===== src/hw/rtl/orle_pkg.sv =====
// ----------------------------------------------------------------------------
// orle_pkg
// Shared types and codes of the ordered record list engine: the record
// layout, operation codes, status codes and the default list capacity.
// ----------------------------------------------------------------------------
package orle_pkg;

    // Default number of records the list holds
    localparam int ORLE_CAPACITY = 8;

    // Operation codes
    localparam logic [1:0] FN_INSERT  = 2'd0;
    localparam logic [1:0] FN_DEL_KEY = 2'd1;
    localparam logic [1:0] FN_DEL_TAG = 2'd2;

    // Status codes
    localparam logic [1:0] ST_OK        = 2'd0;
    localparam logic [1:0] ST_FULL      = 2'd1;
    localparam logic [1:0] ST_NOT_FOUND = 2'd2;

    // One stored record
    typedef struct packed {
        logic [31:0] key;
        logic [15:0] tag;
        logic [63:0] payload;
    } rec_t;

endpackage


===== src/hw/rtl/ordered_record_list_engine_core.sv =====
// ----------------------------------------------------------------------------
// ordered_record_list_engine_core
// Ordered list of up to CAPACITY records with insert at a position, delete
// by key and delete of all records carrying a tag.
// ----------------------------------------------------------------------------
// Usage:
//   Input channel (in_valid / in_stall) takes one operation word: func,
//   position, rec_key, rec_tag, rec_payload. Output channel (out_valid /
//   out_stall) returns one result word per operation: status, the removed
//   record, removed_count and the new entry_count.
//   Records sit in a single-port-write, single-port-read RAM; a sequencer
//   streams one record per cycle through it, so the RAM read port sets the
//   rate. An insert moves the records from position to the end up by one and
//   then writes the new record at position; a delete reads every record; a
//   full list or an unused code goes straight to the result. The next word is
//   taken in the cycle after the result is loaded. in_stall is high while an
//   operation is running or its result cannot yet be loaded.
//   The result register lets the next operation start while a previous
//   result still waits; a stalled receiver holds that result and only
//   blocks the following operation at its final step.
//   Reset clears the count to zero and empties the output register; record
//   storage is not cleared and needs no sweep.
// ----------------------------------------------------------------------------
module ordered_record_list_engine_core #(
    parameter int CAPACITY = orle_pkg::ORLE_CAPACITY
) (
    input  logic        clk,
    input  logic        rst_n,
    input  logic        in_valid,
    output logic        in_stall,
    input  logic [1:0]  func,
    input  logic [3:0]  position,
    input  logic [31:0] rec_key,
    input  logic [15:0] rec_tag,
    input  logic [63:0] rec_payload,
    output logic        out_valid,
    input  logic        out_stall,
    output logic [1:0]  status,
    output logic [31:0] removed_key,
    output logic [15:0] removed_tag,
    output logic [63:0] removed_payload,
    output logic [3:0]  removed_count,
    output logic [3:0]  entry_count
);

    localparam int AW = (CAPACITY > 1) ? $clog2(CAPACITY) : 1;
    localparam int CW = $clog2(CAPACITY + 1);
    localparam int PW = (CW > 4) ? CW : 4;

    localparam logic [1:0] S_IDLE = 2'd0;
    localparam logic [1:0] S_RUN  = 2'd1;
    localparam logic [1:0] S_FIN  = 2'd2;

    logic [1:0]     state_reg;
    logic [1:0]     func_reg;
    logic [CW-1:0]  count_reg;
    logic [CW-1:0]  p_reg;
    logic [CW-1:0]  scan_reg;
    logic [CW-1:0]  kept_reg;
    logic [CW-1:0]  rcnt_reg;
    logic           vq_reg;
    logic [AW-1:0]  src_reg;
    logic           found_reg;
    logic [1:0]     status_reg;
    logic [31:0]    key_reg;
    logic [15:0]    tag_reg;
    logic [63:0]    payload_reg;
    orle_pkg::rec_t cap_reg;

    logic           out_valid_reg;
    logic [1:0]     out_status_reg;
    logic [31:0]    out_key_reg;
    logic [15:0]    out_tag_reg;
    logic [63:0]    out_payload_reg;
    logic [3:0]     out_rcnt_reg;
    logic [3:0]     out_count_reg;

    logic           in_accept;
    logic           is_ins;
    logic           issue;
    logic           finish;
    logic           fin_load;
    logic           key_hit;
    logic           tag_hit;
    logic [CW-1:0]  pos_clamp;
    logic [AW-1:0]  rd_addr;
    logic           wr_en;
    logic [AW-1:0]  wr_addr;
    orle_pkg::rec_t wr_data;
    orle_pkg::rec_t rd_data;

    // Handshake
    assign in_stall  = (state_reg != S_IDLE);
    assign in_accept = in_valid && !in_stall;
    assign fin_load  = (state_reg == S_FIN) && (!out_valid_reg || !out_stall);

    // Clamp the insert position to the count
    always_comb
    begin
        if (PW'(position) > PW'(count_reg))
        begin
            pos_clamp = count_reg;
        end
        else
        begin
            pos_clamp = CW'(position);
        end
    end

    // Scan sequencer: pick the next read and detect the end of the pass
    always_comb
    begin
        is_ins  = (func_reg == orle_pkg::FN_INSERT);
        if (is_ins)
        begin
            issue   = (state_reg == S_RUN) && (scan_reg > p_reg);
            rd_addr = AW'(scan_reg - CW'(1));
        end
        else
        begin
            issue   = (state_reg == S_RUN) && (scan_reg < count_reg);
            rd_addr = AW'(scan_reg);
        end
        finish  = (state_reg == S_RUN) && !issue && !vq_reg;
        key_hit = (rd_data.key == key_reg);
        tag_hit = (rd_data.tag == tag_reg);
    end

    // Write port: move arriving records, or place the new record at its position
    always_comb
    begin
        wr_en   = 1'b0;
        wr_addr = src_reg;
        wr_data = rd_data;
        if (vq_reg)
        begin
            case (func_reg)
                orle_pkg::FN_INSERT:
                begin
                    wr_en   = 1'b1;
                    wr_addr = src_reg + AW'(1);
                end
                orle_pkg::FN_DEL_KEY:
                begin
                    wr_en   = found_reg;
                    wr_addr = src_reg - AW'(1);
                end
                orle_pkg::FN_DEL_TAG:
                begin
                    wr_en   = !tag_hit;
                    wr_addr = AW'(kept_reg);
                end
                default:
                begin
                    wr_en = 1'b0;
                end
            endcase
        end
        if (finish && is_ins)
        begin
            wr_en   = 1'b1;
            wr_addr = AW'(p_reg);
            wr_data = '{key: key_reg, tag: tag_reg, payload: payload_reg};
        end
    end

    orle_rec_ram #(
        .DEPTH (CAPACITY)
    ) u_ram (
        .clk     (clk),
        .wr_en   (wr_en),
        .wr_addr (wr_addr),
        .wr_data (wr_data),
        .rd_en   (issue),
        .rd_addr (rd_addr),
        .rd_data (rd_data)
    );

    // Sequencer control
    always_ff @(posedge clk or negedge rst_n)
    begin
        if (!rst_n)
        begin
            state_reg     <= S_IDLE;
            func_reg      <= orle_pkg::FN_INSERT;
            count_reg     <= '0;
            p_reg         <= '0;
            scan_reg      <= '0;
            kept_reg      <= '0;
            rcnt_reg      <= '0;
            vq_reg        <= 1'b0;
            src_reg       <= '0;
            found_reg     <= 1'b0;
            status_reg    <= orle_pkg::ST_OK;
            out_valid_reg <= 1'b0;
        end
        else
        begin
            // Load a fresh result, or drop the one just taken
            if (fin_load)
            begin
                out_valid_reg <= 1'b1;
            end
            else if (out_valid_reg && !out_stall)
            begin
                out_valid_reg <= 1'b0;
            end
            case (state_reg)
                S_IDLE:
                begin
                    if (in_accept)
                    begin
                        func_reg  <= func;
                        p_reg     <= pos_clamp;
                        kept_reg  <= '0;
                        rcnt_reg  <= '0;
                        found_reg <= 1'b0;
                        vq_reg    <= 1'b0;
                        if (func == orle_pkg::FN_INSERT)
                        begin
                            scan_reg <= count_reg;
                            if (count_reg >= CW'(CAPACITY))
                            begin
                                status_reg <= orle_pkg::ST_FULL;
                                state_reg  <= S_FIN;
                            end
                            else
                            begin
                                status_reg <= orle_pkg::ST_OK;
                                state_reg  <= S_RUN;
                            end
                        end
                        else if (func inside {orle_pkg::FN_DEL_KEY, orle_pkg::FN_DEL_TAG})
                        begin
                            scan_reg   <= '0;
                            status_reg <= orle_pkg::ST_OK;
                            state_reg  <= S_RUN;
                        end
                        else
                        begin
                            status_reg <= orle_pkg::ST_OK;
                            state_reg  <= S_FIN;
                        end
                    end
                end
                S_RUN:
                begin
                    // Advance the read pointer
                    vq_reg  <= issue;
                    src_reg <= rd_addr;
                    if (issue)
                    begin
                        if (is_ins)
                        begin
                            scan_reg <= scan_reg - CW'(1);
                        end
                        else
                        begin
                            scan_reg <= scan_reg + CW'(1);
                        end
                    end
                    // Judge the arriving record
                    if (vq_reg)
                    begin
                        if (func_reg == orle_pkg::FN_DEL_KEY && !found_reg && key_hit)
                        begin
                            found_reg <= 1'b1;
                        end
                        if (func_reg == orle_pkg::FN_DEL_TAG)
                        begin
                            if (tag_hit)
                            begin
                                rcnt_reg <= rcnt_reg + CW'(1);
                            end
                            else
                            begin
                                kept_reg <= kept_reg + CW'(1);
                            end
                        end
                    end
                    // Close the operation
                    if (finish)
                    begin
                        state_reg <= S_FIN;
                        case (func_reg)
                            orle_pkg::FN_INSERT:
                            begin
                                count_reg <= count_reg + CW'(1);
                            end
                            orle_pkg::FN_DEL_KEY:
                            begin
                                if (found_reg)
                                begin
                                    count_reg <= count_reg - CW'(1);
                                end
                                else
                                begin
                                    status_reg <= orle_pkg::ST_NOT_FOUND;
                                end
                            end
                            orle_pkg::FN_DEL_TAG:
                            begin
                                count_reg <= kept_reg;
                            end
                            default:
                            begin
                                count_reg <= count_reg;
                            end
                        endcase
                    end
                end
                S_FIN:
                begin
                    if (fin_load)
                    begin
                        state_reg <= S_IDLE;
                    end
                end
                default:
                begin
                    state_reg <= S_IDLE;
                end
            endcase
        end
    end

    // Hold operands, the found record and the result word
    always_ff @(posedge clk)
    begin
        if (in_accept)
        begin
            key_reg     <= rec_key;
            tag_reg     <= rec_tag;
            payload_reg <= rec_payload;
        end
        if (state_reg == S_RUN && vq_reg && func_reg == orle_pkg::FN_DEL_KEY &&
            !found_reg && key_hit)
        begin
            cap_reg <= rd_data;
        end
        if (fin_load)
        begin
            out_status_reg <= status_reg;
            out_rcnt_reg   <= 4'(rcnt_reg);
            out_count_reg  <= 4'(count_reg);
            if (found_reg)
            begin
                out_key_reg     <= cap_reg.key;
                out_tag_reg     <= cap_reg.tag;
                out_payload_reg <= cap_reg.payload;
            end
            else
            begin
                out_key_reg     <= '0;
                out_tag_reg     <= '0;
                out_payload_reg <= '0;
            end
        end
    end

    assign out_valid       = out_valid_reg;
    assign status          = out_status_reg;
    assign removed_key     = out_key_reg;
    assign removed_tag     = out_tag_reg;
    assign removed_payload = out_payload_reg;
    assign removed_count   = out_rcnt_reg;
    assign entry_count     = out_count_reg;

endmodule


===== src/hw/rtl/orle_rec_ram.sv =====
// ----------------------------------------------------------------------------
// orle_rec_ram
// Record storage: one write port and one read port with registered read
// data. Contents are undefined until written.
// ----------------------------------------------------------------------------
module orle_rec_ram #(
    parameter int DEPTH = orle_pkg::ORLE_CAPACITY,
    localparam int AW   = (DEPTH > 1) ? $clog2(DEPTH) : 1
) (
    input  logic          clk,
    input  logic          wr_en,
    input  logic [AW-1:0] wr_addr,
    input  orle_pkg::rec_t wr_data,
    input  logic          rd_en,
    input  logic [AW-1:0] rd_addr,
    output orle_pkg::rec_t rd_data
);

    orle_pkg::rec_t mem [DEPTH];
    orle_pkg::rec_t rd_data_reg;

    // Write one word
    always_ff @(posedge clk)
    begin
        if (wr_en)
        begin
            mem[wr_addr] <= wr_data;
        end
    end

    // Read one word, registered
    always_ff @(posedge clk)
    begin
        if (rd_en)
        begin
            rd_data_reg <= mem[rd_addr];
        end
    end

    assign rd_data = rd_data_reg;

endmodule

===== config.mk =====
export PLATFORM = sky130hd
export DESIGN_NAME = ordered_record_list_engine_core
export DESIGN_NICKNAME = d
export VERILOG_FILES = /design/src/hw/rtl/orle_pkg.sv /design/src/hw/rtl/ordered_record_list_engine_core.sv /design/src/hw/rtl/orle_rec_ram.sv
export SDC_FILE = /design/constraint.sdc
export NUM_CORES = 2
export LEC_CHECK = 0
export BUFFER_PORTS_ARGS = -buffer_cell sky130_fd_sc_hd__clkbuf_2
export CORE_MARGIN = 2
export CORE_UTILIZATION = 61
export DETAILED_ROUTE_END_ITERATION = 10
export GPL_ROUTABILITY_DRIVEN = 0
export PLACE_DENSITY = 0.86
export SYNTH_ARGS = -nofsm -noshare
export SYNTH_HDL_FRONTEND = slang
export SYNTH_HIERARCHICAL = 1
export SYNTH_SLANG_ARGS = --single-unit

===== constraint.sdc =====
create_clock -name clk -period 14.53 [get_ports clk]
set_input_delay 2.906 -clock clk [delete_from_list [all_inputs] [get_ports clk]]
set_output_delay 2.906 -clock clk [all_outputs]
set_load 0.02 [all_outputs]

### Yosys cells after proc, flatten, opt, wreduce, memory -nomap -nowiden

Memories as Yosys holds them, arrays and structs flattened. A register that Yosys moved wholly into a read port is not among the register bits.
Index checks and enable logic that the tools add are counted.

* memories kept: 1
* flip-flop bits (word level): 378
* input port bits: 122
* word-level logic and storage cells: 147
* output and inout port bits: 124
* bits in writable memories: 896

Memory list
* u_ram.mem: words 8, width 112, rd ports 1, clocked after Yosys merged registers in 1, write ports 1, line orle_rec_ram.sv:19 `orle_pkg::rec_t mem [DEPTH];`

* mux-type cells: 50
* order comparisons: 4
* reductions and logical operators: 39
* equal/unequal tests: 21
* add/subtract/negate cells: 8

Operator list (number)
* 112-bit two-way mux: 1
* 4-bit two-way mux: 14
* 32-bit equality test: 1
* 4-bit case mux with 2 select lines: 3
* 2-bit two-way mux: 11
* 2-bit != test (second input constant): 11
* 4-bit by 1-bit adder with 4-bit output (second input constant): 4
* 16-bit equality test: 1
* 5-bit AND reduction: 3
* 1-bit logical AND: 14
* 4-bit case mux with 3 select lines: 1
* 4-bit AND reduction: 3
* 1-bit two-way mux: 11
* 3-bit two-way mux: 3
* 3-bit case mux with 3 select lines: 1
* 4-bit > comparator: 2
* 2-bit nonzero test: 4
* 4-bit by 1-bit subtractor with 4-bit output (second input constant): 2
* 1-bit zero test: 7
* 2-bit by 1-bit equality test with 1-bit output (second input constant): 3
* 2-bit equality test (second input constant): 3
* 2-bit zero test: 3
* 2-bit case mux with 3 select lines: 1
* 4-bit greater-or-equal comparator (second input constant): 1
* other kinds (12): 14

### Depth between registers and ports, before layout

* depth after elaboration: 10
* gate-level depth with buffers: 12
* mapped depth without buffers: 10

### Modules after synthesis

Netlist, hierarchy kept.

Modules (own cells, without submodules)
* orle_rec_ram: area an instance 37278.3 sq um, cells each 1419, sequential area each 30269.0 sq um, times used 1
* ordered_record_list_engine_core: area an instance 15300.9 sq um, cells each 922, sequential area each 11190.7 sq um, times used 1

### Least setup slack after synthesis

No wires, ideal clock.

* path kind: register to register
* from: register scan_reg[1]
* to: memory u_ram/mem[0][0] in the netlist's numbering (enable)
* stages on the path, launching flop included: 11
* clock period less this slack: 10.431 ns
* arrival: 9.711 ns
* data required time: 13.810 ns
* library setup time: 0.720 ns
* setup slack: 4.099 ns
* path buffers: 2
* path through: dfrtp_1 -> ha_1 -> nor2b_1 -> o211ai_1 -> nand2_1 -> a2111oi_4 -> buf_2 -> buf_4 -> o21ai_0 -> nand2b_1 -> nor3_1

* elaborated cells on any way between the ends: 13
* those cells by class: order compare: 2; mux: 5; reduce/logical: 6

RTL lines
* start, declared: line ordered_record_list_engine_core.sv:58 `logic [CW-1:0] scan_reg;`
* start signal, assigned: line ordered_record_list_engine_core.sv:221 `scan_reg <= count_reg;`
* start signal, assigned: line ordered_record_list_engine_core.sv:255 `scan_reg <= scan_reg - CW'(1);`
* start signal, assigned: line ordered_record_list_engine_core.sv:259 `scan_reg <= scan_reg + CW'(1);`
* 4-bit less-than comparator / 4-bit > comparator (equally long branches): line ordered_record_list_engine_core.sv:121, ordered_record_list_engine_core.sv:116
* 1-bit logical AND (on tied branches): line ordered_record_list_engine_core.sv:121, ordered_record_list_engine_core.sv:116
* 1-bit two-way mux *: line ordered_record_list_engine_core.sv:114 `if (is_ins)`
* 1-bit zero test *: line ordered_record_list_engine_core.sv:124 `finish = (state_reg == S_RUN) && !issue && !vq_reg;`
* 1-bit logical AND * (2 in a row): line ordered_record_list_engine_core.sv:124
* 1-bit logical AND *: line ordered_record_list_engine_core.sv:159 `if (finish && is_ins)`
* 3-bit two-way mux *: line ordered_record_list_engine_core.sv:159
* named net wr_addr[2]: line ordered_record_list_engine_core.sv:88 `logic [AW-1:0] wr_addr;`
* end, declared: line orle_rec_ram.sv:19

Mark *: on every way through the listed nets, which the timed path passes. The rest lies on a longest branch.

### Worst setup path after layout

* from: register state_reg[1]
* to: memory u_ram/mem[6][50] in the netlist's numbering (enable)

* elaborated cells on any way between the ends: 12
* those cells by class: eq/ne: 1; mux: 5; reduce/logical: 6

RTL lines
* start, declared: line ordered_record_list_engine_core.sv:54 `logic [1:0] state_reg;`
* start signal, assigned: line ordered_record_list_engine_core.sv:184 `state_reg <= S_IDLE;`
* start signal, assigned: line ordered_record_list_engine_core.sv:225 `state_reg <= S_FIN;`
* start signal, assigned: line ordered_record_list_engine_core.sv:230 `state_reg <= S_RUN;`
* 2-bit by 1-bit equality test with 1-bit output *: line ordered_record_list_engine_core.sv:116, ordered_record_list_engine_core.sv:121, ordered_record_list_engine_core.sv:124
* 1-bit logical AND (on tied branches): line ordered_record_list_engine_core.sv:121, ordered_record_list_engine_core.sv:116
* 1-bit two-way mux: line ordered_record_list_engine_core.sv:114
* 1-bit zero test: line ordered_record_list_engine_core.sv:124
* 1-bit logical AND * (2 in a row): line ordered_record_list_engine_core.sv:124
* 1-bit logical AND *: line ordered_record_list_engine_core.sv:159
* 3-bit two-way mux *: line ordered_record_list_engine_core.sv:159
* named net wr_addr[0]: line ordered_record_list_engine_core.sv:88

Marked as above.

==> flow_summary.html <==
<table>
<tr><th>Metric</th><th>Value</th></tr>
<tr><th colspan="2">Clocking</th></tr>
<tr><td>CTS Hold Bufs</td><td>0</td></tr>
<tr><td>Num CTS Buffers</td><td>between 100 and 150</td></tr>
<tr><td>Clock input transition at the sequential cells of the worst setup and hold paths</td><td>about 0.06 ns</td></tr>
<tr><td>Root cell of the clock tree</td><td>clkbuf_16</td></tr>
<tr><td>Number of sinks driven by the clock tree</td><td>1386</td></tr>
<tr><td>Clock insertion delay at the later pin of the skew report</td><td>approximately 0.77 ns</td></tr>
<tr><td># resized after CTS</td><td>0</td></tr>
<tr><td>H-Tree Level Count</td><td>4</td></tr>
<tr><td>CTS tree</td><td>done</td></tr>
<tr><td>Post-CTS setup buffer count</td><td>0</td></tr>
<tr><td>Bufs on Longest Clock Path</td><td>3</td></tr>
<tr><th colspan="2">Power</th></tr>
<tr><td>Internal Dissipation</td><td>9.81 mW</td></tr>
<tr><td>Pwr dens</td><td>243 mW/mm^2</td></tr>
<tr><td>Proportion of total power due to net switching</td><td>31.9%</td></tr>
<tr><td>Cell leakage power</td><td>slightly below 20 nW</td></tr>
<tr><td>Combinational share of power</td><td>about 34%</td></tr>
<tr><td>Clock power frac</td><td>23.8%</td></tr>
<tr><td>Overall power of the completed layout</td><td>14.4 mW</td></tr>
<tr><td>Relative contribution of sequential cells to total power</td><td>42.5%</td></tr>
<tr><td>Net switching component of the power</td><td>4.58 mW</td></tr>
<tr><td>Max IR drop VDD</td><td>209 uV</td></tr>
<tr><th colspan="2">STA</th></tr>
<tr><td>Setup violators final</td><td>0</td></tr>
<tr><td>Pin slew with the least headroom to its limit</td><td>1.37 ns</td></tr>
<tr><td>Fin. Hold Viols</td><td>0</td></tr>
<tr><td>Timing-limited maximum frequency</td><td>147 MHz</td></tr>
<tr><td>Post-route setup TNS</td><td>0 ns</td></tr>
<tr><td>Clock skew after layout</td><td>around 0.039 ns</td></tr>
<tr><td>Slew HR</td><td>8.63%</td></tr>
<tr><td>Worst setup slack after layout</td><td>7.75 ns</td></tr>
<tr><td>Min cycle time layout</td><td>6.78 ns</td></tr>
<tr><td>Number of pins exceeding their max-slew limit in the final report</td><td>0</td></tr>
<tr><td>Ratio of final minimum period to clock period</td><td>46.7%</td></tr>
<tr><td>Unrepaired setup endpoints after global routing</td><td>no</td></tr>
<tr><th colspan="2">Critical path</th></tr>
<tr><td>Cell with the largest stage delay on the worst path</td><td>buf_4</td></tr>
<tr><td>Worst Reg-to-Reg Cells</td><td>10</td></tr>
<tr><td>Largest fanout on the critical path</td><td>68</td></tr>
<tr><td>Worst Setup Path Type</td><td>flip-flop to flip-flop</td></tr>
<tr><td>Worst reg2reg path startpoint</td><td>state_reg[1]</td></tr>
<tr><td>Capturing element type of the critical path</td><td>flip-flop</td></tr>
<tr><td>Critical Path RT</td><td>approximately 15 ns</td></tr>
<tr><td>R2r endpoint</td><td>u_ram/mem[6][50]</td></tr>
<tr><td>Crit path arrival time</td><td>between 7 and 8 ns</td></tr>
<tr><td>Worst path most repeated cell</td><td>buf_4</td></tr>
<tr><td>Critical path startpoint</td><td>state_reg[1]</td></tr>
<tr><td>Critical Path Start Type</td><td>flip-flop</td></tr>
<tr><td>Critical path cell sequence</td><td>inv_1, nand2_1, a2111oi_4, buf_4, buf_4, o21ai_0, nand2b_1, nor2_4, buf_4, buf_4</td></tr>
<tr><td>Slowest cell delay on critical path</td><td>a little over 0.9 ns</td></tr>
<tr><td>Setup crit end</td><td>u_ram/mem[6][50]</td></tr>
<tr><td>Register-to-Register Setup Slack</td><td>7.75 ns</td></tr>
<tr><th colspan="2">Cells and area</th></tr>
<tr><td>Largest register FFs</td><td>896</td></tr>
<tr><td>Number of nets in the layout</td><td>2803</td></tr>
<tr><td>Count of fill cells added during filler insertion</td><td>4647</td></tr>
<tr><td>Inserted Diodes</td><td>0</td></tr>
<tr><td>Most common library cell in the layout ignoring fill and taps</td><td>edfxtp_1</td></tr>
<tr><td>Storage cell area</td><td>around 0.041 mm^2</td></tr>
<tr><td>Highest-count cells in the layout ignoring fill and taps</td><td>edfxtp_1, clkbuf_2, mux4_2</td></tr>
<tr><td>Ratio of cells with drive above 1 in the final layout</td><td>34.0%</td></tr>
<tr><td>Multi-input gate area in the final layout</td><td>around 0.010 mm^2</td></tr>
<tr><td>Area growth, synth to finish</td><td>12.7%</td></tr>
<tr><td>Post-Route Utilization</td><td>69.5%</td></tr>
<tr><th colspan="2">Route</th></tr>
<tr><td>Total number of vias</td><td>about 26000</td></tr>
<tr><td>Drt initial violations</td><td>~4000</td></tr>
<tr><td>Post-detailed-route count of antenna-violating nets</td><td>0</td></tr>
<tr><td>Post-detailed-route DRC marker count</td><td>0</td></tr>
<tr><td>Routed wire length</td><td>122 mm</td></tr>
<tr><td>Mean number of vias per cell</td><td>between 6 and 7</td></tr>
<tr><td>Wire length per cell after detailed routing</td><td>31.3 um</td></tr>
<tr><td>Number of detailed-routing iterations run before antenna repair</td><td>9</td></tr>
<tr><th colspan="2">GRT</th></tr>
<tr><td>Antenna violations before repair</td><td>3</td></tr>
<tr><td>GR Util All Layers</td><td>28.0%</td></tr>
<tr><td>Largest net degree at the start of global routing</td><td>158</td></tr>
<tr><td>Leftover overflow at the end of global routing</td><td>0</td></tr>
<tr><td>Number of global-route vias before repair</td><td>26100</td></tr>
<tr><td>Global-route wire length before repair</td><td>180 mm</td></tr>
<tr><th colspan="2">Floorplanning</th></tr>
<tr><td>Initial cell density of the core</td><td>61.7%</td></tr>
<tr><td>Top-level I/O count</td><td>246</td></tr>
<tr><td>Standard-cell row count</td><td>107</td></tr>
<tr><td>Die Span Y</td><td>298 um</td></tr>
<tr><td>Core Footprint</td><td>0.0853 mm^2</td></tr>
<tr><td>Total Die Area</td><td>0.0886 mm^2</td></tr>
<tr><td>Die width</td><td>298 um</td></tr>
<tr><th colspan="2">Synthesis</th></tr>
<tr><td>Fraction of registers with async set or reset after synthesis</td><td>about 2.3%</td></tr>
<tr><td>EDFF count, synth</td><td>1354</td></tr>
<tr><td>Mapped Nets</td><td>~2500</td></tr>
<tr><td>Sequential cell area fraction in the yosys report</td><td>about four fifths</td></tr>
<tr><td>Synth Register Bits</td><td>1386</td></tr>
<tr><td>Mean instance size in the synthesized netlist</td><td>22.5 um^2</td></tr>
<tr><td>Synthesized area</td><td>0.0526 mm^2</td></tr>
<tr><td>Cell variety after synth</td><td>53</td></tr>
<tr><td>Primary flip-flop cell chosen by synthesis mapping</td><td>edfxtp_1</td></tr>
<tr><td>Yosys warnings</td><td>6</td></tr>
<tr><td>Syn Inst Count</td><td>between 2000 and 2500</td></tr>
<tr><th colspan="2">Min path</th></tr>
<tr><td>Class of the worst hold path</td><td>flip-flop to flip-flop</td></tr>
<tr><th colspan="2">Placed design</th></tr>
<tr><td>Post-Place Setup Slack</td><td>8.04 ns</td></tr>
<tr><td>Port bufs</td><td>245</td></tr>
<tr><td>Post-detailed-placement half-perimeter wirelength</td><td>61.1 mm</td></tr>
<tr><th colspan="2">Outcome</th></tr>
<tr><td>Run status</td><td>finished clean</td></tr>
<tr><th colspan="2">Flow run</th></tr>
<tr><td>Max capacitance violation total</td><td>0</td></tr>
</table>
[metrics by stage]
step	hold slack (ns)	cell area, um^2	std cells
finish	0.460	59300	3906
global route	0.471	59300	3906
CTS	0.459	59300	3906
detailed placement	0.433	55000	3668
global placement	0.432	55000	3668
floorplan	0.422	52600	2341
[Yosys cell counts, drive strengths merged (2+ instances only)]
| library cell | instances | share of area, % |
|---|---|---|
| nor2b | 4 | 0.048 |
| nor4 | 11 | 0.13 |
| ha | 21 | 0.50 |
| nand3 | 9 | 0.086 |
| o211ai | 4 | 0.057 |
| o21a | 4 | 0.057 |
| nor3 | 12 | 0.11 |
| a2111oi | 2 | 0.10 |
| inv | 23 | 0.17 |
| edfxtp | 1354 | 77 |
| nand2 | 32 | 0.23 |
| o21ai | 21 | 0.20 |
| a21oi | 20 | 0.19 |
| or4 | 2 | 0.029 |
| a31o | 2 | 0.033 |
| a31oi | 3 | 0.036 |
| dfrtp | 32 | 1.5 |
| and2 | 113 | 1.3 |
| a21o | 3 | 0.043 |
| xnor2 | 5 | 0.083 |
| mux4 | 224 | 9.6 |
| clkbuf | 31 | 0.22 |
| a311oi | 2 | 0.033 |
| nand4 | 6 | 0.071 |
| xor2 | 49 | 0.82 |
| o21bai | 2 | 0.029 |
| nand2b | 6 | 0.071 |
| nor2 | 25 | 0.18 |
| mux2i | 5 | 0.095 |
| o22ai | 4 | 0.048 |
| mux2 | 226 | 5.2 |
| a211oi | 5 | 0.071 |
| a22oi | 2 | 0.029 |
| buf | 66 | 1.0 |
| fa | 2 | 0.076 |
[area by class of cell]
cell class / count / area share [%]
flip-flops and latches: 1386 / 70.0
repair buffers: 280 / 2.53
multi-input cells: 834 / 17.7
inverters: 24 / 0.165
well taps: 1144 / 2.42
clock inverters: 82 / 1.47
clock buffers: 156 / 5.74
[worst min path at each step]
| stage | start | end | slack (ns) | cells past startpoint |
|---|---|---|---|---|
| 2_1_floorplan | u_ram/rd_data[0] | cap_reg[0] | 0.42 | 0 |
| 3_3_place_gp | u_ram/rd_data[14] | cap_reg[14] | 0.43 | 0 |
| 3_5_place_dp | u_ram/rd_data[55] | cap_reg[55] | 0.43 | 0 |
| 4_1_cts | u_ram/rd_data[56] | cap_reg[56] | 0.46 | 0 |
| 5_1_grt | u_ram/rd_data[63] | cap_reg[63] | 0.47 | 0 |
| 6_report | u_ram/rd_data[56] | cap_reg[56] | 0.46 | 0 |
[logic make-up after synthesis]
| kind of cell | synth area share, % |
|---|---|
| mux | 14.9 |
| fa+ha+maj | 0.576 |
| flops | 78.9 |
| xor+xnor | 0.900 |
| simple gates | 2.32 |
| buf+inv | 1.40 |
| compound gates | 1.04 |
[critical path, delay by kind of cell (launching register included)]
kind,cells,cell delay [ns]
AOI/OAI and AO/OA,2,1.02
buffers and inverters,5,3.60
DFF,1,0.44
and+or+nand+nor,3,1.03
[per-layer routing]
layer	GRT usage, %	wire [um]	vias up
met5	0	7	-
met4	10.4	4590	2
met1	37.8	44300	13200
met3	5.68	11600	318
li1	-	-	10200
met2	45.9	61800	1897
[power groups by stage]
stage	Combinational, mW	Clock (mW)	Sequential [mW]
2_1_floorplan	3.60	0	6.18
3_3_place_gp	4.42	0	6.09
3_5_place_dp	4.65	0	6.14
4_1_cts	4.83	3.47	6.11
5_1_grt	5.09	3.60	6.16
6_report	4.84	3.43	6.12
(Power assumes the default switching activity.)
